==> config.mk <==
export PLATFORM = sky130hd
export DESIGN_NAME = msgpack_stream_tokenizer
export DESIGN_NICKNAME = d
export VERILOG_FILES = /design/src/mpk_pkg.sv /design/src/mpk_front.sv /design/src/mpk_queue.sv /design/src/mpk_back.sv /design/src/msgpack_stream_tokenizer.sv
export SDC_FILE = /design/constraint.sdc
export NUM_CORES = 1
export LEC_CHECK = 0
export BUFFER_PORTS_ARGS = -buffer_cell sky130_fd_sc_hd__buf_2
export CORE_ASPECT_RATIO = 1.1
export CORE_UTILIZATION = 62
export DETAILED_ROUTE_END_ITERATION = 12
export MAX_ROUTING_LAYER = met4
export PLACE_DENSITY = 0.8
export SLEW_MARGIN = 20
export SYNTH_ARGS = -nofsm -noshare
export SYNTH_HDL_FRONTEND = slang
export SYNTH_SLANG_ARGS = --single-unit
==> constraint.sdc <==
create_clock -name clock -period 10 [get_ports clock]
set_clock_uncertainty 0.15 [all_clocks]
set_input_delay 1 -clock clock [delete_from_list [all_inputs] [get_ports clock]]
set_output_delay 1 -clock clock [all_outputs]
set_load 0.02 [all_outputs]
==> src/mpk_pkg.sv <==
// Package for the MessagePack stream tokenizer: token kinds, parse phases
// and the request/command types shared by front and back. No dependencies.
`default_nettype none
package mpk_pkg;
   typedef enum logic [3:0] {
      KIND_NIL = 4'd0, KIND_BOOL = 4'd1, KIND_UINT = 4'd2, KIND_INT = 4'd3,
      KIND_F32 = 4'd4, KIND_F64 = 4'd5, KIND_STRH = 4'd6, KIND_STRB = 4'd7,
      KIND_BINH = 4'd8, KIND_BINB = 4'd9, KIND_ARR = 4'd10, KIND_MAP = 4'd11,
      KIND_UNSUP = 4'd12, KIND_OVF = 4'd13
   } kind_type;

   typedef enum logic [1:0] {
      PH_TYPE = 2'd0, PH_FIELD = 2'd1, PH_PAYLOAD = 2'd2
   } phase_type;

   // operation of a classified token for the back part
   typedef enum logic [1:0] {
      OP_FINISH = 2'd0,  // value done: pop closed levels
      OP_PLAIN  = 2'd1,  // token with no nesting effect
      OP_PUSH   = 2'd2,  // nonempty container header
      OP_ERROR  = 2'd3   // unsupported code, sticks
   } op_type;

   typedef struct packed {
      op_type     op;
      kind_type   kind;
      logic [63:0] value;
      logic [31:0] count;
      logic        pair;   // map: element count doubles
   } cmd_type;

   function automatic logic [3:0] field_len(input logic [7:0] c);
      case (c)
         8'hd9, 8'hc4, 8'hd0, 8'hcc: field_len = 4'd1;
         8'hda, 8'hc5, 8'hd1, 8'hcd, 8'hdc, 8'hde: field_len = 4'd2;
         8'hdb, 8'hc6, 8'hd2, 8'hce, 8'hdd, 8'hdf, 8'hca: field_len = 4'd4;
         8'hd3, 8'hcf, 8'hcb: field_len = 4'd8;
         default: field_len = 4'd0;
      endcase
   endfunction
endpackage
`default_nettype wire

==> src/mpk_front.sv <==
// Front part: accepts stream bytes, gathers field bytes and classifies
// tokens into commands. Depends on mpk_pkg.
`default_nettype none
module mpk_front (
   input  wire logic             clock,
   input  wire logic             reset,
   input  wire logic             in_valid,
   output logic                  in_ready,
   input  wire logic [7:0]       in_byte,
   output logic                  cmd_valid,
   input  wire logic             cmd_ready,
   output mpk_pkg::cmd_type      cmd
);
   mpk_pkg::phase_type phase_ff, phase_in;
   logic [7:0]  code_ff, code_in;
   logic [3:0]  left_ff, left_in;
   logic [63:0] acc_ff, acc_in;
   logic [31:0] pay_ff, pay_in;
   logic [63:0] v;
   logic [31:0] n;
   logic        fire;

   assign in_ready = cmd_ready;
   assign fire = in_valid && in_ready;

   always_comb begin
      phase_in = phase_ff;
      code_in = code_ff;
      left_in = left_ff;
      acc_in = acc_ff;
      pay_in = pay_ff;
      cmd_valid = 1'b0;
      cmd = '0;
      cmd.op = mpk_pkg::OP_FINISH;
      v = {acc_ff[55:0], in_byte};
      n = v[31:0];
      case (phase_ff)
         mpk_pkg::PH_FIELD: begin
            acc_in = v;
            left_in = left_ff - 4'd1;
            if (left_ff <= 4'd1) begin
               cmd_valid = fire;
               phase_in = mpk_pkg::PH_TYPE;
               if (code_ff inside {[8'hd9:8'hdb], [8'hc4:8'hc6]}) begin
                  cmd.kind = (code_ff >= 8'hd9) ? mpk_pkg::KIND_STRH : mpk_pkg::KIND_BINH;
                  cmd.count = n;
                  if (n != 32'd0) begin
                     cmd.op = mpk_pkg::OP_PLAIN;
                     phase_in = mpk_pkg::PH_PAYLOAD;
                     pay_in = n;
                  end
               end else if (code_ff inside {[8'hd0:8'hd3]}) begin
                  cmd.kind = mpk_pkg::KIND_INT;
                  case (code_ff)
                     8'hd0: cmd.value = {{56{v[7]}}, v[7:0]};
                     8'hd1: cmd.value = {{48{v[15]}}, v[15:0]};
                     8'hd2: cmd.value = {{32{v[31]}}, v[31:0]};
                     default: cmd.value = v;
                  endcase
               end else if (code_ff inside {[8'hcc:8'hcf]}) begin
                  cmd.kind = mpk_pkg::KIND_UINT;
                  cmd.value = v;
               end else if (code_ff == 8'hca) begin
                  cmd.kind = mpk_pkg::KIND_F32;
                  cmd.value = {32'd0, v[31:0]};
               end else if (code_ff == 8'hcb) begin
                  cmd.kind = mpk_pkg::KIND_F64;
                  cmd.value = v;
               end else begin
                  cmd.kind = (code_ff inside {8'hdc, 8'hdd}) ? mpk_pkg::KIND_ARR
                                                             : mpk_pkg::KIND_MAP;
                  cmd.pair = !(code_ff inside {8'hdc, 8'hdd});
                  cmd.count = n;
                  if (n != 32'd0) cmd.op = mpk_pkg::OP_PUSH;
               end
            end
         end
         mpk_pkg::PH_PAYLOAD: begin
            cmd_valid = fire;
            cmd.kind = (code_ff inside {[8'hc4:8'hc6]}) ? mpk_pkg::KIND_BINB
                                                        : mpk_pkg::KIND_STRB;
            cmd.value = {56'd0, in_byte};
            pay_in = pay_ff - 32'd1;
            if (pay_ff > 32'd1) cmd.op = mpk_pkg::OP_PLAIN;
            else phase_in = mpk_pkg::PH_TYPE;
         end
         default: begin
            cmd_valid = fire;
            if (in_byte <= 8'h7f) begin
               cmd.kind = mpk_pkg::KIND_UINT;
               cmd.value = {56'd0, in_byte};
            end else if (in_byte >= 8'he0) begin
               cmd.kind = mpk_pkg::KIND_INT;
               cmd.value = {56'hff_ffff_ffff_ffff, in_byte};
            end else if (in_byte <= 8'h9f) begin
               cmd.kind = (in_byte <= 8'h8f) ? mpk_pkg::KIND_MAP : mpk_pkg::KIND_ARR;
               cmd.pair = (in_byte <= 8'h8f);
               cmd.count = {28'd0, in_byte[3:0]};
               if (in_byte[3:0] != 4'd0) cmd.op = mpk_pkg::OP_PUSH;
            end else if (in_byte <= 8'hbf) begin
               cmd.kind = mpk_pkg::KIND_STRH;
               cmd.count = {27'd0, in_byte[4:0]};
               code_in = in_byte;
               if (in_byte[4:0] != 5'd0) begin
                  cmd.op = mpk_pkg::OP_PLAIN;
                  phase_in = mpk_pkg::PH_PAYLOAD;
                  pay_in = {27'd0, in_byte[4:0]};
               end
            end else if (in_byte == 8'hc0) begin
               cmd.kind = mpk_pkg::KIND_NIL;
            end else if (in_byte inside {8'hc2, 8'hc3}) begin
               cmd.kind = mpk_pkg::KIND_BOOL;
               cmd.value = {63'd0, in_byte[0]};
            end else if (mpk_pkg::field_len(in_byte) != 4'd0) begin
               cmd_valid = 1'b0;
               code_in = in_byte;
               left_in = mpk_pkg::field_len(in_byte);
               acc_in = '0;
               phase_in = mpk_pkg::PH_FIELD;
            end else begin
               cmd.op = mpk_pkg::OP_ERROR;
               cmd.kind = mpk_pkg::KIND_UNSUP;
               cmd.value = {56'd0, in_byte};
            end
         end
      endcase
   end

   always_ff @(posedge clock) begin
      if (reset) begin
         phase_ff <= mpk_pkg::PH_TYPE;
         code_ff <= '0;
         left_ff <= '0;
         acc_ff <= '0;
         pay_ff <= '0;
      end else if (fire) begin
         phase_ff <= phase_in;
         code_ff <= code_in;
         left_ff <= left_in;
         acc_ff <= acc_in;
         pay_ff <= pay_in;
      end
   end
endmodule
`default_nettype wire

==> src/mpk_queue.sv <==
// Two-entry command queue between front and back parts.
// Depends on mpk_pkg.
`default_nettype none
module mpk_queue (
   input  wire logic         clock,
   input  wire logic         reset,
   input  wire logic         wr_valid,
   output logic              wr_ready,
   input  wire mpk_pkg::cmd_type wr_data,
   output logic              rd_valid,
   input  wire logic         rd_ready,
   output mpk_pkg::cmd_type  rd_data
);
   mpk_pkg::cmd_type mem_ff [2];
   logic       wp_ff, rp_ff;
   logic [1:0] cnt_ff;
   logic       wr, rd;

   assign wr_ready = (cnt_ff != 2'd2);
   assign rd_valid = (cnt_ff != 2'd0);
   assign rd_data = mem_ff[rp_ff];
   assign wr = wr_valid && wr_ready;
   assign rd = rd_valid && rd_ready;

   always_ff @(posedge clock) begin
      if (wr) mem_ff[wp_ff] <= wr_data;
   end

   always_ff @(posedge clock) begin
      if (reset) begin
         wp_ff <= 1'b0;
         rp_ff <= 1'b0;
         cnt_ff <= 2'd0;
      end else begin
         if (wr) wp_ff <= !wp_ff;
         if (rd) rp_ff <= !rp_ff;
         cnt_ff <= cnt_ff + {1'b0, wr} - {1'b0, rd};
      end
   end
endmodule
`default_nettype wire

==> src/mpk_back.sv <==
// Back part: owns the nesting count stack and the sticky error, and
// pops closed levels one at a time via a registered stack-top read. Depends on mpk_pkg.
`default_nettype none
module mpk_back #(
   parameter int MAX_DEPTH = 16
) (
   input  wire logic             clock,
   input  wire logic             reset,
   input  wire logic             cmd_valid,
   output logic                  cmd_ready,
   input  wire mpk_pkg::cmd_type cmd,
   output logic                  out_valid,
   input  wire logic             out_ready,
   output logic [111:0]          out_data,
   output logic                  stuck
);
   localparam int LW = $clog2(MAX_DEPTH + 1);
   localparam int AW = (MAX_DEPTH > 1) ? $clog2(MAX_DEPTH) : 1;

   logic [32:0]  stack_ff [MAX_DEPTH];
   logic [LW-1:0] level_ff;
   logic          err_ff;
   logic          busy_ff;      // popping levels of a finished value
   logic [4:0]    closed_ff;
   logic          ov_ff;        // output register full
   logic [3:0]    kind_ff;
   logic [63:0]   value_ff;
   logic [31:0]   count_ff;
   logic          comp_ff, done_ff;
   logic [32:0]   top_ff;       // registered read of stack top
   logic          top_ok_ff;
   logic [32:0]   left;
   logic          take, out_free;
   logic [AW-1:0] top_idx;

   assign out_free = !ov_ff || out_ready;
   assign cmd_ready = !busy_ff && !top_ok_ff && out_free;
   assign take = cmd_valid && cmd_ready;
   assign out_valid = ov_ff;
   assign stuck = err_ff;
   assign out_data = {5'd0, done_ff, closed_ff, comp_ff, count_ff, value_ff, kind_ff};
   assign left = top_ff - 33'd1;
   assign top_idx = AW'(level_ff - LW'(1));

   always_ff @(posedge clock) begin
      if (take && cmd.op == mpk_pkg::OP_PUSH && !err_ff && level_ff < LW'(MAX_DEPTH))
         stack_ff[AW'(level_ff)] <= cmd.pair ? {cmd.count, 1'b0} : {1'b0, cmd.count};
      else if (busy_ff && top_ok_ff && left != 33'd0)
         stack_ff[top_idx] <= left;
      top_ff <= stack_ff[top_idx];
   end

   always_ff @(posedge clock) begin
      if (reset) begin
         level_ff <= '0;
         err_ff <= 1'b0;
         busy_ff <= 1'b0;
         top_ok_ff <= 1'b0;
         ov_ff <= 1'b0;
         closed_ff <= '0;
      end else begin
         if (ov_ff && out_ready) ov_ff <= 1'b0;
         if (busy_ff) begin
            if (level_ff == '0) begin
               busy_ff <= 1'b0;
               done_ff <= 1'b1;
               ov_ff <= 1'b1;
            end else if (!top_ok_ff) begin
               top_ok_ff <= 1'b1;   // wait for registered top read
            end else begin
               top_ok_ff <= 1'b0;
               if (left == 33'd0) begin
                  level_ff <= level_ff - LW'(1);
                  closed_ff <= closed_ff + 5'd1;
               end else begin
                  busy_ff <= 1'b0;
                  done_ff <= 1'b0;
                  ov_ff <= 1'b1;
               end
            end
         end else if (take && !err_ff) begin
            kind_ff <= cmd.kind;
            value_ff <= cmd.value;
            count_ff <= cmd.count;
            comp_ff <= 1'b0;
            done_ff <= 1'b0;
            closed_ff <= '0;
            case (cmd.op)
               mpk_pkg::OP_FINISH: begin
                  comp_ff <= 1'b1;
                  busy_ff <= 1'b1;
               end
               mpk_pkg::OP_PUSH: begin
                  ov_ff <= 1'b1;
                  if (level_ff >= LW'(MAX_DEPTH)) begin
                     kind_ff <= mpk_pkg::KIND_OVF;
                     err_ff <= 1'b1;
                  end else level_ff <= level_ff + LW'(1);
               end
               mpk_pkg::OP_ERROR: begin
                  ov_ff <= 1'b1;
                  err_ff <= 1'b1;
               end
               default: ov_ff <= 1'b1;
            endcase
         end
      end
   end
endmodule
`default_nettype wire

==> src/msgpack_stream_tokenizer.sv <==
// Top level of the MessagePack stream tokenizer: front, command queue and
// back. Depends on mpk_pkg, mpk_front, mpk_queue and mpk_back.
//
// One request is one stream byte. Type, field and payload bytes are taken
// while the queue has room; a byte that finishes a value then has the back
// part examine the stack levels one at a time (closed levels plus the one
// left open), each through a registered read of the stack top, as the count
// stack is a memory with a registered read port, before its result is
// offered. After an unsupported code or a stack overflow, bytes are
// consumed with no result until reset.
`default_nettype none
module msgpack_stream_tokenizer #(
   parameter int MAX_DEPTH = 16
) (
   input  wire logic          clock,
   input  wire logic          reset,
   input  wire logic          req_tvalid,
   output logic               req_tready,
   input  wire logic [7:0]    req_tdata,   // data_byte
   output logic               rsp_tvalid,
   input  wire logic          rsp_tready,
   // kind[3:0], value[67:4], count[99:68], completes[100],
   // closed_levels[105:101], message_done[106], zero fill to 111
   output logic [111:0]       rsp_tdata
);
   mpk_pkg::cmd_type f_cmd, q_cmd;
   logic f_valid, f_ready, q_valid, q_ready, stuck;
   logic fr_ready;

   // once stuck, drain every byte without results
   assign req_tready = stuck ? 1'b1 : fr_ready;

   mpk_front u_front (
      .clock, .reset,
      .in_valid(req_tvalid && !stuck), .in_ready(fr_ready), .in_byte(req_tdata),
      .cmd_valid(f_valid), .cmd_ready(f_ready), .cmd(f_cmd)
   );

   mpk_queue u_queue (
      .clock, .reset,
      .wr_valid(f_valid), .wr_ready(f_ready), .wr_data(f_cmd),
      .rd_valid(q_valid), .rd_ready(q_ready), .rd_data(q_cmd)
   );

   mpk_back #(.MAX_DEPTH(MAX_DEPTH)) u_back (
      .clock, .reset,
      .cmd_valid(q_valid), .cmd_ready(q_ready), .cmd(q_cmd),
      .out_valid(rsp_tvalid), .out_ready(rsp_tready), .out_data(rsp_tdata),
      .stuck
   );

   a_stuck_holds: assert property (@(posedge clock) disable iff (reset)
      stuck |=> stuck) else $error("sticky error cleared");
   a_pad_zero: assert property (@(posedge clock) disable iff (reset)
      rsp_tvalid |-> rsp_tdata[111:107] == 5'd0) else $error("pad bits set");
   a_done_completes: assert property (@(posedge clock) disable iff (reset)
      rsp_tvalid && rsp_tdata[106] |-> rsp_tdata[100]) else $error("done without completes");
endmodule
`default_nettype wire

* Word-level counts from Yosys, hierarchy flattened
Memories as Yosys holds them, arrays and structs flattened. A register that Yosys moved wholly into a read port is not among the register bits. Index checks and enable logic that the tools add are counted.
Word-level totals: register bits 222, input port bits 12, memories kept 2, RAM bits 734
Operators by class: bitwise gates (word level) 8, equal/unequal tests 60, add/subtract/negate cells 8, order comparisons 17, muxes and demuxes 156, reductions and logical operators 61
Memory list:
- u_back.stack_ff | words 16, bits a word 33, rd ports 1, clocked after memory_dff 1, wr ports 1, line mpk_back.sv:20 | logic [32:0] stack_ff [MAX_DEPTH];
- u_queue.mem_ff | words 2, bits a word 103, rd ports 1, clocked after memory_dff 1, wr ports 1, line mpk_queue.sv:14 | mpk_pkg::cmd_type mem_ff [2];
Operator list (number):
- 68-bit 2-to-1 mux | 6
- 56-bit 2-to-1 mux | 7
- 32-bit 2-to-1 mux | 10
- 64-bit 2-to-1 mux | 5
- 33-bit 2-to-1 mux | 8
- 8-bit equality test, second input constant | 30
- 64-bit one-hot mux with 3 select lines | 1
- 70-bit one-hot mux with 2 select lines | 1
- 56-bit one-hot mux with 2 select lines | 1
- 103-bit 2-to-1 mux | 1
- 4-bit 2-to-1 mux | 21
- 70-bit 2-to-1 mux | 1
- 33-bit one-hot mux with 2 select lines | 1
- 5-bit 2-to-1 mux | 13
- 32-bit one-hot mux with 2 select lines | 1
- 8-bit less-or-equal comparator, second input constant | 7
- 1-bit 2-to-1 mux | 46
- 2-bit 2-to-1 mux | 21
- 8-bit greater-or-equal comparator, second input constant | 5
- 33-bit zero test | 1
- 33-bit nonzero test | 1
- 33-bit OR reduction | 1
- 33-bit by 1-bit subtractor with 33-bit output, second input constant | 1
- 32-bit by 1-bit > comparator with 1-bit output, second input constant | 1
- other kinds (46) | 119

* Longest topological paths before layout
Gate-level depths: netlist (run 1).
depth after elaboration 22, depth in mapped cells 12, mapped depth without buffers 10

* Hierarchy
From an unflattened synthesis (run 1), not the netlist that was laid out.
Second synthesis, totals: cell total of the unflattened synthesis 2471, area, all modules 40168.5 µm²
By module, submodules not included:
- mpk_back | sequential area each 19859.0 µm², area each 26106.3 µm², instances 1, cells each 1251
- mpk_queue | sequential area each 6286.0 µm², area each 7702.4 µm², instances 1, cells each 349
- mpk_front | sequential area each 2042.0 µm², area each 6344.8 µm², instances 1, cells each 869
- msgpack_stream_tokenizer | sequential area each 0.0 µm², area each 15.0 µm², instances 1, cells each 2

* Least setup slack after synthesis (run 1)
Ideal clock, no wire load.
kind input to register, from in req_tdata[6], to mem u_queue.mem_ff[0][0] (netlist bit) (enable), required time 9272 ps, path buffers 1, setup slack 2492 ps, stages 6, arrival 6780 ps, library setup time 578 ps, path through clkbuf_1 -> nand2_1 -> nor2_1 -> a31oi_1 -> a221oi_1 -> nor2b_1
On the way: cells in the longest elaborated chain, start to end 22, elaborated cells on any way between the ends 52, classes of those cells order compare (4); eq/ne (23); mux (18); reduce/logical (7)
RTL lines:
- from (decl) | line msgpack_stream_tokenizer.sv:19 | input wire logic [7:0] req_tdata,
- 8-bit equality test | line mpk_pkg.sv:33 | case (c)
- 7-bit OR reduction, or another cell as far along | line mpk_pkg.sv:33
- 4-bit one-hot mux with 4 select lines | line mpk_pkg.sv:33
- 4-bit 2-to-1 mux | line mpk_front.sv:111 | end else if (in_byte inside {8'hc2, 8'hc3}) begin
- 4-bit 2-to-1 mux | line mpk_front.sv:109 | end else if (in_byte == 8'hc0) begin
- 4-bit 2-to-1 mux | line mpk_front.sv:100 | end else if (in_byte <= 8'hbf) begin
- 4-bit 2-to-1 mux | line mpk_front.sv:95 | end else if (in_byte <= 8'h9f) begin
- 4-bit 2-to-1 mux | line mpk_front.sv:92 | end else if (in_byte >= 8'he0) begin
- [... 6 more ...]
- 1-bit 2-to-1 mux | line mpk_front.sv:100
- 1-bit 2-to-1 mux | line mpk_front.sv:95
- 1-bit 2-to-1 mux | line mpk_front.sv:92
- 1-bit 2-to-1 mux * | line mpk_front.sv:89 | if (in_byte <= 8'h7f) begin
- 1-bit one-hot mux with 2 select lines * | line mpk_front.sv:37 | case (phase_ff)
- 1-bit logical AND * | line mpk_queue.sv:22 | assign wr = wr_valid && wr_ready;
- 1-bit 2-to-1 mux * | line mpk_queue.sv:26 | if (wr) mem_ff[wp_ff] <= wr_data;
- 1-bit 2-to-1 mux (implied by the code) * | line mpk_queue.sv:26
- to (decl) | line mpk_queue.sv:14
Mark *: on every way between the ends. The rest lies on a longest branch, timed or not. The select of a mux whose other input is x is not followed.

* Worst setup path after layout (run 1)
from reg u_back.top_ff[0], read port of u_back.stack_ff, to mem u_back.stack_ff[3][0] (enable)
On the way: cells in the longest elaborated chain, start to end 8, elaborated cells on any way between the ends 9, classes of those cells add/sub (1); mux (5); reduce/logical (3)
RTL lines:
- from (decl) | line mpk_back.sv:30 | logic [32:0] top_ff;
- 33-bit by 1-bit subtractor with 33-bit output * | line mpk_back.sv:42 | assign left = top_ff - 33'd1;
- 33-bit nonzero test * | line mpk_back.sv:48 | else if (busy_ff && top_ok_ff && left != 33'd0)
- 1-bit logical AND * | line mpk_back.sv:48
- 1-bit 2-to-1 mux * | line mpk_back.sv:48
- 1-bit 2-to-1 mux * | line mpk_back.sv:46 | if (take && cmd.op == mpk_pkg::OP_PUSH && !err_ff && level_ff < LW'(MAX_DEPTH))
- 1-bit 2-to-1 mux (implied by the code) * | line mpk_back.sv:49 | stack_ff[top_idx] <= left;
- 33-bit OR reduction (no source line)
- 4-bit 2-to-1 mux (no source line) or 1-bit 2-to-1 mux (tied branches)
- to (decl) | line mpk_back.sv:20
Mark *: on every way between the ends. The rest lies on a longest branch, timed or not.

==> results of run 1 <==
-- power by group through the flow --
stage	sequential [mW]	combinational [mW]	clock [mW]
floorplan	5.77	1.91	0
global placement	5.70	2.81	0
detailed placement	5.73	2.89	0
CTS	5.65	2.92	3.50
global route	5.69	3.11	3.65
finish	5.65	2.92	3.46
-- through the flow --
step           power, mW  hold WS (ps)  instances  util (%)  setup slack (ps)
6_report            12.0           303       3523      70.2              4540
5_1_grt             12.5           326       3523      70.2              4290
4_1_cts             12.1           304       3523      70.2              4760
3_5_place_dp        8.62           295       3350      65.4              4830
3_3_place_gp        8.51           287       3350      65.4              5060
2_1_floorplan       7.68           275       2496         -              2490
-- layout by cell type (no fill, tap or decap), types with 12 or more instances in the layout --
cell type,instances
mux2i_1,33
and2_1,42
buf_4,52
clkinv_2,15
or3_1,18
mux2_2,113
clkbuf_1,19
edfxtp_1,836
buf_2,119
mux4_2,165
nand2_1,118
clkinv_1,21
clkbuf_16,98
xor2_1,26
nand3_1,14
a22oi_1,85
xnor2_1,33
nor3_1,34
a21oi_1,34
nand2b_1,12
nor2_1,231
inv_1,30
nor4_1,24
a21oi_4,16
ha_1,12
o21ai_0,112
dfxtp_1,152
-- synthesized netlist by cell type, drive strengths merged, types with 4 or more instances --
master and instances:
nor2b 11, a221oi 4, o22ai 9, and2 43
or4 5, nand3 15, xnor2 36, or2 9
nand2 118, clkbuf 124, a31oi 15, nand3b 6
mux2i 34, nor3 38, nand2b 12, inv 30
xor2 26, o31ai 6, a21o 4, edfxtp 836
o21ai 124, dfxtp 154, ha 13, or3 19
buf 34, nand4 14, a22oi 85, mux4 165
nor2 232, nor4 29, and3 6, a211oi 6
a21oi 61, mux2 114
-- worst max-delay path, delay by kind of cell (launching register included) --
kind | cells | cell delay [ps]
AND/OR/NAND/NOR | 5 | 1630
buffers and inverters | 3 | 1260
AO/OA/AOI/OAI | 2 | 860
multiplexers | 1 | 520
flip-flops | 1 | 330
adder cells (fa/ha/maj) | 1 | 260
-- registers in the layout, indices dropped and copies added (netlist names), 4 cells and up, named ones only --
register          cells
u_back.value_ff      64
u_front.pay_ff       32
u_back.level_ff       5
u_front.left_ff       4
u_front.acc_ff       56
u_back.count_ff      32
u_front.code_ff       8
u_back.kind_ff        4
u_queue.mem_ff      206
u_back.stack_ff     528
u_back.top_ff        33
u_back.closed_ff      5
-- cell type report --
type | instances | share of cell area (%)
Clock inverter | 51 | 0.911
Timing Repair Buffer | 171 | 2.20
Multi-Input combinational cell | 1317 | 25.5
Tap cell | 841 | 2.35
Clock buffer | 122 | 5.79
Sequential cell | 990 | 63.0
Inverter | 31 | 0.260
-- per-layer routing --
layer	global-route usage (%)	routed length [um]	vias to the layer above
met4	11.7	3210	0
met5	-	0	-
met1	35.4	33600	11589
met2	49.1	46900	1135
li1	-	-	9906
met3	4.07	6690	248
-- kinds of logic after synthesis --
group | Yosys count | synth area share [%]
DFF | 990 | 70.4
other | 1 | 0.00937
buffers and inverters | 189 | 1.95
xor gates and xnor gates | 62 | 1.38
and+or+nand+nor | 570 | 6.93
AOI/OAI and AO/OA | 354 | 5.55
adders and majority gates | 13 | 0.406
muxes | 313 | 13.3
-- final timing paths --
kind                                              end  slack (ps)  cells past startpoint
worst min register to register     u_front.code_ff[7]         300                      2
worst min-delay path               u_front.code_ff[7]         300                      2
worst max-delay path            u_back.stack_ff[3][0]        4540                     12
worst max register to register  u_back.stack_ff[3][0]        4540                     12
==> run metrics, run 1 <==
vias in the first global route roughly 23000; Overflow after GRT 0; Slew headroom 25.7%; status finished, final reports clean; Tcrit/Tclk final between 50% and 60%; FP Rows between 90 and 100; crit path kind reg -> reg; Pint 8.48 mW; Die X 244 um; CP endpoint kind flip-flop; CTS Buf Count slightly above 90; P_sw roughly 3.6 mW; Slowest cell on crit path a21oi_4; H-tree level count 3; Seq/Total Area, Yosys a little over two thirds; Post-DRT Antenna Nets 0; fin crit period around 5500 ps; post-synthesis cell count ~2500; DRT iter0 DRCs about 2300; Worst Setup SP u_back.top_ff[0]; ys flop type edfxtp_1; 1st-pass router iterations 6; CP arrival 5610 ps; initial antenna violation count 0; final setup violation count 0; layout filler cell count 3994; area grow syn2layout 11.8%; die area approximately 66000 um^2; WL/cell roughly 26 um; vias per cell 6.49; CTS tree yes; Yosys reg bits 990; PD cells ~270 nW/um^2; most used cell, CP buf_4; register area around 28000 um^2; Slew Viols, Final 0; Yosys Warn Count 0; largest area contributor in the netlist edfxtp_1; Critical Path RT 10150 ps; Clk Latency, worst-skew pair between 600 and 700 ps; Placed Area approximately 42000 um^2; Post-Syn Area around 40000 um^2; CP startpoint kind flip-flop; sum of negative setup slack 0 ps; post-CTS sizing 0; Async S/R FF share, synth 0%; TritonCTS Sinks 990; Die Ht approximately 270 um; post-CTS setup buffer count 0; routability cong. just under 1; static leakage about 15 nW; vias post-DR approximately 23000; EDFF count, synth 836; Area contributors post-synth edfxtp_1 63%, mux4_2 9.3%, dfxtp_1 7.7%, mux2_2 3.2%, nor2_1 2.2%; critical-path cell list inv_1 -> ha_1 -> nor4b_4 -> nand4_1 -> or4_1 -> nand4_2 -> nor4_4 -> a31oi_4 -> buf_4 -> mux2i_1 -> a21oi_4 -> buf_4; hold path start u_front.code_ff[7]; root buffer cell clkbuf_16; diode count 0; IO Port Bufs 120; area of the multi-input gates around 11000 um^2; Fmax 183 MHz; DRC violations left 0; final net count ~2600; reg2reg start u_back.top_ff[0]; largest net degree at the start of global routing 82; RSZ-0062 raised after global routing false; Core ar. 63700 um^2; Critical Path Fanout Max 74; layout cells sized above 1 between 20 and 25%; Clock Power Share ~29%; Seq pwr share a little under half; Total Routing Usage GR around 29%; first-pass GRT wire length roughly 140000 um; Sw Share around 30%; cts hold-fix bufs 0; worst-case clock buffer depth 3; clk slew on worst S/H paths about 60 ps; CP max stage delay 690 ps; Max-Cap Viols 0; final instance area roughly 45000 um^2; VDD IR max 0.000208 V; final WL 90400 um; starting density of the core a little over three fifths; Worst Hold Class reg -> reg; Yosys cell types 82; Slew @ Worst Pin around 1100 ps; area share of the largest cell type after synthesis 62.7%; Mapped Avg Cell Area ~16 um^2; Comb power frac between 20 and 25%; placed wire-length estimate 52800 um; IO Count around 130; endpoints failing hold 0
No activity file was read; power rests on OpenSTA's default activity.
==> inputs of run 2 (changes only) <==
--- a/config.mk
+++ b/config.mk
@@ -7,10 +7,10 @@
 export LEC_CHECK = 0
 export BUFFER_PORTS_ARGS = -buffer_cell sky130_fd_sc_hd__buf_2
 export CORE_ASPECT_RATIO = 1.1
-export CORE_UTILIZATION = 62
+export CORE_UTILIZATION = 56
 export DETAILED_ROUTE_END_ITERATION = 12
 export MAX_ROUTING_LAYER = met4
-export PLACE_DENSITY = 0.8
+export PLACE_DENSITY = 0.76
 export SLEW_MARGIN = 20
 export SYNTH_ARGS = -nofsm -noshare
 export SYNTH_HDL_FRONTEND = slang
==> constraint.sdc (replaced) <==
create_clock -name clock -period 4.7 [get_ports clock]
set_clock_uncertainty 0.15 [all_clocks]
set_input_delay 0.47 -clock clock [delete_from_list [all_inputs] [get_ports clock]]
set_output_delay 0.47 -clock clock [all_outputs]
set_load 0.02 [all_outputs]
==> run metrics, run 2 (same netlist as run 1, synthesis figures left out) <==
Tcrit/Tclk final a little over 90%; TritonCTS Sinks between 900 and 1000; final WL 90300 um; fin crit period 4370 ps; area of the multi-input gates ~11000 um^2; layout cells sized above 1 between 20% and 30%; vias per cell roughly 6.2; hold path start reset; Clk Latency, worst-skew pair roughly 650 ps; DRT iter0 DRCs around 2200; initial antenna violation count 0; endpoints failing hold 0; status finished, final reports clean; reg-to-reg setup timing slack about 330 ps; Worst Path Buf+Inv 2; WL/cell about 25 um; DRC violations left 0; static leakage ~15 nW; CP endpoint kind flip-flop; Overflow after GRT 0; Total Routing Usage GR about 26%; Final Util between 60 and 70%; worst-case clock buffer depth 3; final net count 2668; CP startpoint kind flip-flop; Setup WS pre-CTS approximately 350 ps; Max-Cap Viols 0; 1st-pass router iterations 6; post-CTS sizing 0; Placed Area 42300 um^2; largest register by flop count u_back.stack_ff; routability cong. roughly 0.94; CP max stage delay roughly 600 ps; Slew Viols, Final 0; CP top delay family simple AND/OR/NAND/NOR gates; Worst Setup SP u_back.top_ff[0]; final instance area approximately 45000 um^2; Clock Power Share slightly below 30%; PD cells around 570 nW/um^2; Slew headroom between 30% and 40%; Post-DRT Antenna Nets 0; Core ar. about 71000 um^2; CP arrival about 4500 ps; Fmax between 200 and 250 MHz; IO Count 126; sum of negative setup slack 0 ps; crit path kind reg -> reg; vias in the first global route 22412; register area about 28000 um^2; root buffer cell clkbuf_16; top flop regs u_back.stack_ff x528, u_queue.mem_ff x206, u_back.value_ff x64; leading cell types in the layout, fill and taps excluded 836 x edfxtp_1, 231 x nor2_1, 165 x mux4_2; starting density of the core between 50% and 60%; Sw Share slightly below 30%; Comb power frac 25.2%; vias post-DR 22655; CTS tree yes; VDD IR max roughly 0.00048 V; first-pass GRT wire length approximately 140000 um; Slowest cell on crit path buf_4; Worst Hold Class in -> reg; CTS Buf Count a little over 90; Critical Path RT around 4800 ps; IO Port Bufs 120; P_sw 7.73 mW; hold_ws between 60 and 70 ps; RSZ-0062 raised after global routing false; largest net degree at the start of global routing 87; final setup violation count 0; layout filler cell count 4829; die area 72500 um^2; reg2reg start u_back.top_ff[0]; critical-path cell list inv_1 -> ha_1 -> nor4b_4 -> nand4_2 -> or3b_1 -> xnor2_2 -> nor4_2 -> a31oi_4 -> mux2i_1 -> a21oi_4 -> buf_4; Seq pwr share 45.8%; Slew @ Worst Pin slightly above 1000 ps; clk slew on worst S/H paths 70 ps; area grow syn2layout 13.6%; placed wire-length estimate ~55000 um; Pint approximately 18 mW; post-route setup slack around 330 ps; most common cell after layout, fill and taps aside edfxtp_1; FP Rows 102; max reg flops between 500 and 600; diode count 0; H-tree level count 3; Die X between 200 and 300 um; Critical Path Fanout Max 33; Die Ht roughly 280 um
[run 2: worst paths after layout]
check                                 to  depth (start not counted)
hold reg to reg       u_front.code_ff[7]                          2
setup reg to reg  u_back.stack_ff[9][26]                         11
hold / removal                 flip-flop                          2
setup / recovery  u_back.stack_ff[9][26]                         11
[run 2: final cells by class]
type / instances / area share [%]
multi-input cells: 1317 / 25.0
repair buffers: 210 / 3.31
well taps: 936 / 2.58
flip-flops and latches: 990 / 62.0
clock inverters: 52 / 1.19
inverters: 31 / 0.256
clock buffers: 124 / 5.65
[run 2: metal layers]
| metal | part of all wire (%) | wire length [um] | track usage (%) |
|---|---|---|---|
| met1 | 40 | 35700 | 32.8 |
| met3 | 6.3 | 5720 | 3.14 |
| met5 | 0 | 0 | - |
| met4 | 2.7 | 2470 | 8.23 |
| met2 | 51 | 46400 | 43.7 |
[run 2: repair_timing]
item,CTS,global route
endpoints found under the hold margin,1,0
hold buffers,1,0
setup buffers,0,0
[run 2: stage by stage]
step | power, mW | std cells
6_report | 26.0 | 3660
5_1_grt | 26.9 | 3660
4_1_cts | 26.1 | 3660
3_5_place_dp | 18.6 | 3483
3_3_place_gp | 18.4 | 3483
2_1_floorplan | 16.3 | 2496
[run 2: power by group through the flow]
stage / Clock, mW / Combinational, mW / Sequential [mW]
after CTS: 7.67 / 6.57 / 11.9
final: 7.54 / 6.55 / 11.9
after floorplan: 0 / 4.07 / 12.2
after detailed placement: 0 / 6.51 / 12.1
after global placement: 0 / 6.38 / 12.0
after global routing: 7.98 / 6.97 / 12.0
==> inputs of run 3 (changes only) <==
==> constraint.sdc (replaced) <==
create_clock -name clock -period 3.7 [get_ports clock]
set_clock_uncertainty 0.15 [all_clocks]
set_input_delay 0.37 -clock clock [delete_from_list [all_inputs] [get_ports clock]]
set_output_delay 0.37 -clock clock [all_outputs]
set_load 0.02 [all_outputs]
==> run metrics, run 3 (same netlist as run 1, synthesis figures left out) <==
status complete, but fails checks; failing checks negative setup slack; IO Port Bufs 120; Total Routing Usage GR a little over a quarter; TritonCTS Sinks between 900 and 1000; hold path start req_tdata[2]; largest register by flop count u_back.stack_ff; final net count 2759; root buffer cell clkbuf_16; post-route setup slack -38.3 ps; PD cells roughly 700 nW/um^2; vias per cell around 6.2; WL/cell around 25 um; Placed Cells roughly 3500; Die X ~260 um; hold_ws 44.9 ps; RSZ-0062 raised after global routing true; Tcrit/Tclk final 101%; H-tree level count 3; WP depth 12; die area slightly above 70000 um^2; 1st-pass router iterations 7; leading cell types in the layout, fill and taps excluded 836 x edfxtp_1, 231 x nor2_1, 165 x mux4_2; fin crit period about 3700 ps; Min-Delay Path Depth 3; Critical Path RT roughly 3900 ps; final WL around 95000 um; static leakage ~16 nW; layout cells sized above 1 between 20% and 30%; Overall Power approximately 34 mW; critical-path cell list or3_4 -> nor4_4 -> or3b_4 -> xnor2_2 -> nor4_4 -> a31oi_4 -> buf_12 -> nand3b_1 -> buf_4 -> a21oi_4 -> buf_6 -> buf_12; Worst Path Buf+Inv 4; DRT iter0 DRCs roughly 2700; CTS tree yes; area grow syn2layout 16.9%; Slew Viols, Final 0; Overflow after GRT 0; CP startpoint kind flip-flop; vias in the first global route 23231; DRC violations left 0; crit path kind reg -> reg; CTS Buf Count 92; Worst Setup SP u_back.top_ff[20]; Core ar. 70600 um^2; initial antenna violation count 1; sum of negative setup slack -843 ps; CP endpoint kind flip-flop; vias post-DR about 23000; most common cell after layout, fill and taps aside edfxtp_1; final instance area approximately 47000 um^2; first-pass GRT wire length 142000 um; final setup violation count 53; Placed Area around 43000 um^2; Final Util approximately two thirds; Die Ht 282 um; starting density of the core a little under three fifths; largest net degree at the start of global routing 90; Fmax between 200 and 300 MHz; reg2reg path depth 12; top flop regs u_back.stack_ff x528, u_queue.mem_ff x206, u_back.value_ff x64; CP max stage delay ~450 ps; fin cells 3750; VDD IR max about 0.00052 V; CP top delay family simple AND/OR/NAND/NOR gates; Setup WS pre-CTS -294 ps; Clk Latency, worst-skew pair ~660 ps; Critical Path Fanout Max 11; endpoints failing hold 0; Slew headroom between 30% and 40%; clk slew on worst S/H paths ~60 ps; worst-case clock buffer depth 3; routability cong. a little under 1; FP Rows between 100 and 150; reg2reg start u_back.top_ff[20]; Slew @ Worst Pin about 990 ps; Max-Cap Viols 0; Slowest cell on crit path or3_4; Worst Hold Class in -> reg; IO Count about 130; reg-to-reg setup timing slack -40 ps; max reg flops around 530; placed wire-length estimate 57700 um; Post-DRT Antenna Nets 0; CP arrival 3940 ps
-- run 3: cell count changes in the layout (fill, tap and decap cells not counted), sizes merged --
| cell | before | now |
|---|---|---|
| buf | 209 | 293 |
| clkinvlp | 6 | 4 |
| diode | 0 | 1 |
| bufbuf | 0 | 1 |
| dlygate4sd3 | 1 | 3 |
| clkinv | 37 | 43 |
| bufinv | 7 | 8 |
| clkbuf | 124 | 121 |
-- run 3: timing repair --
action | in CTS | in global routing
buffers inserted | 7 | 14
endpoints found under the setup margin | 568 | 930
gates resized for setup | 18 | 22
hold buffers | 3 | 0
pin swaps | 6 | 8
hold endpoints to repair | 16 | 0
cloned | 1 | 4
-- run 3: worst min-delay path: stages --
cell	delay, ps
buf_2	200
mux2i_1	170
nor2_1	50
-- run 3: routing by layer --
metal	part of all wire (%)	track usage, %
met1	39	33.5
met2	51	45.1
met3	6.8	3.42
met4	3.2	9.20
met5	0	-
-- run 3: power by group --
group	switching [mW]	total, mW	internal, mW
combinational	5.35	9.00	3.64
clock	4.09	9.47	5.38
sequential	0.599	15.1	14.5
total	10.0	33.6	23.5
-- run 3: final timing paths --
kind                                  to
setup / recovery  u_back.stack_ff[7][21]
hold / removal        u_front.code_ff[2]
setup reg to reg  u_back.stack_ff[7][21]
hold reg to reg       u_front.code_ff[7]
-- run 3: layout make-up --
type / count / area, um^2
flip-flops and latches: 990 / 28200
fillers: 4590 / 23800
multi-input cells: 1317 / 11600
repair buffers: 302 / 2660
clock buffers: 116 / 2490
well taps: 936 / 1170
clock inverters: 57 / 579
inverters: 31 / 116
diodes: 1 / 2.50
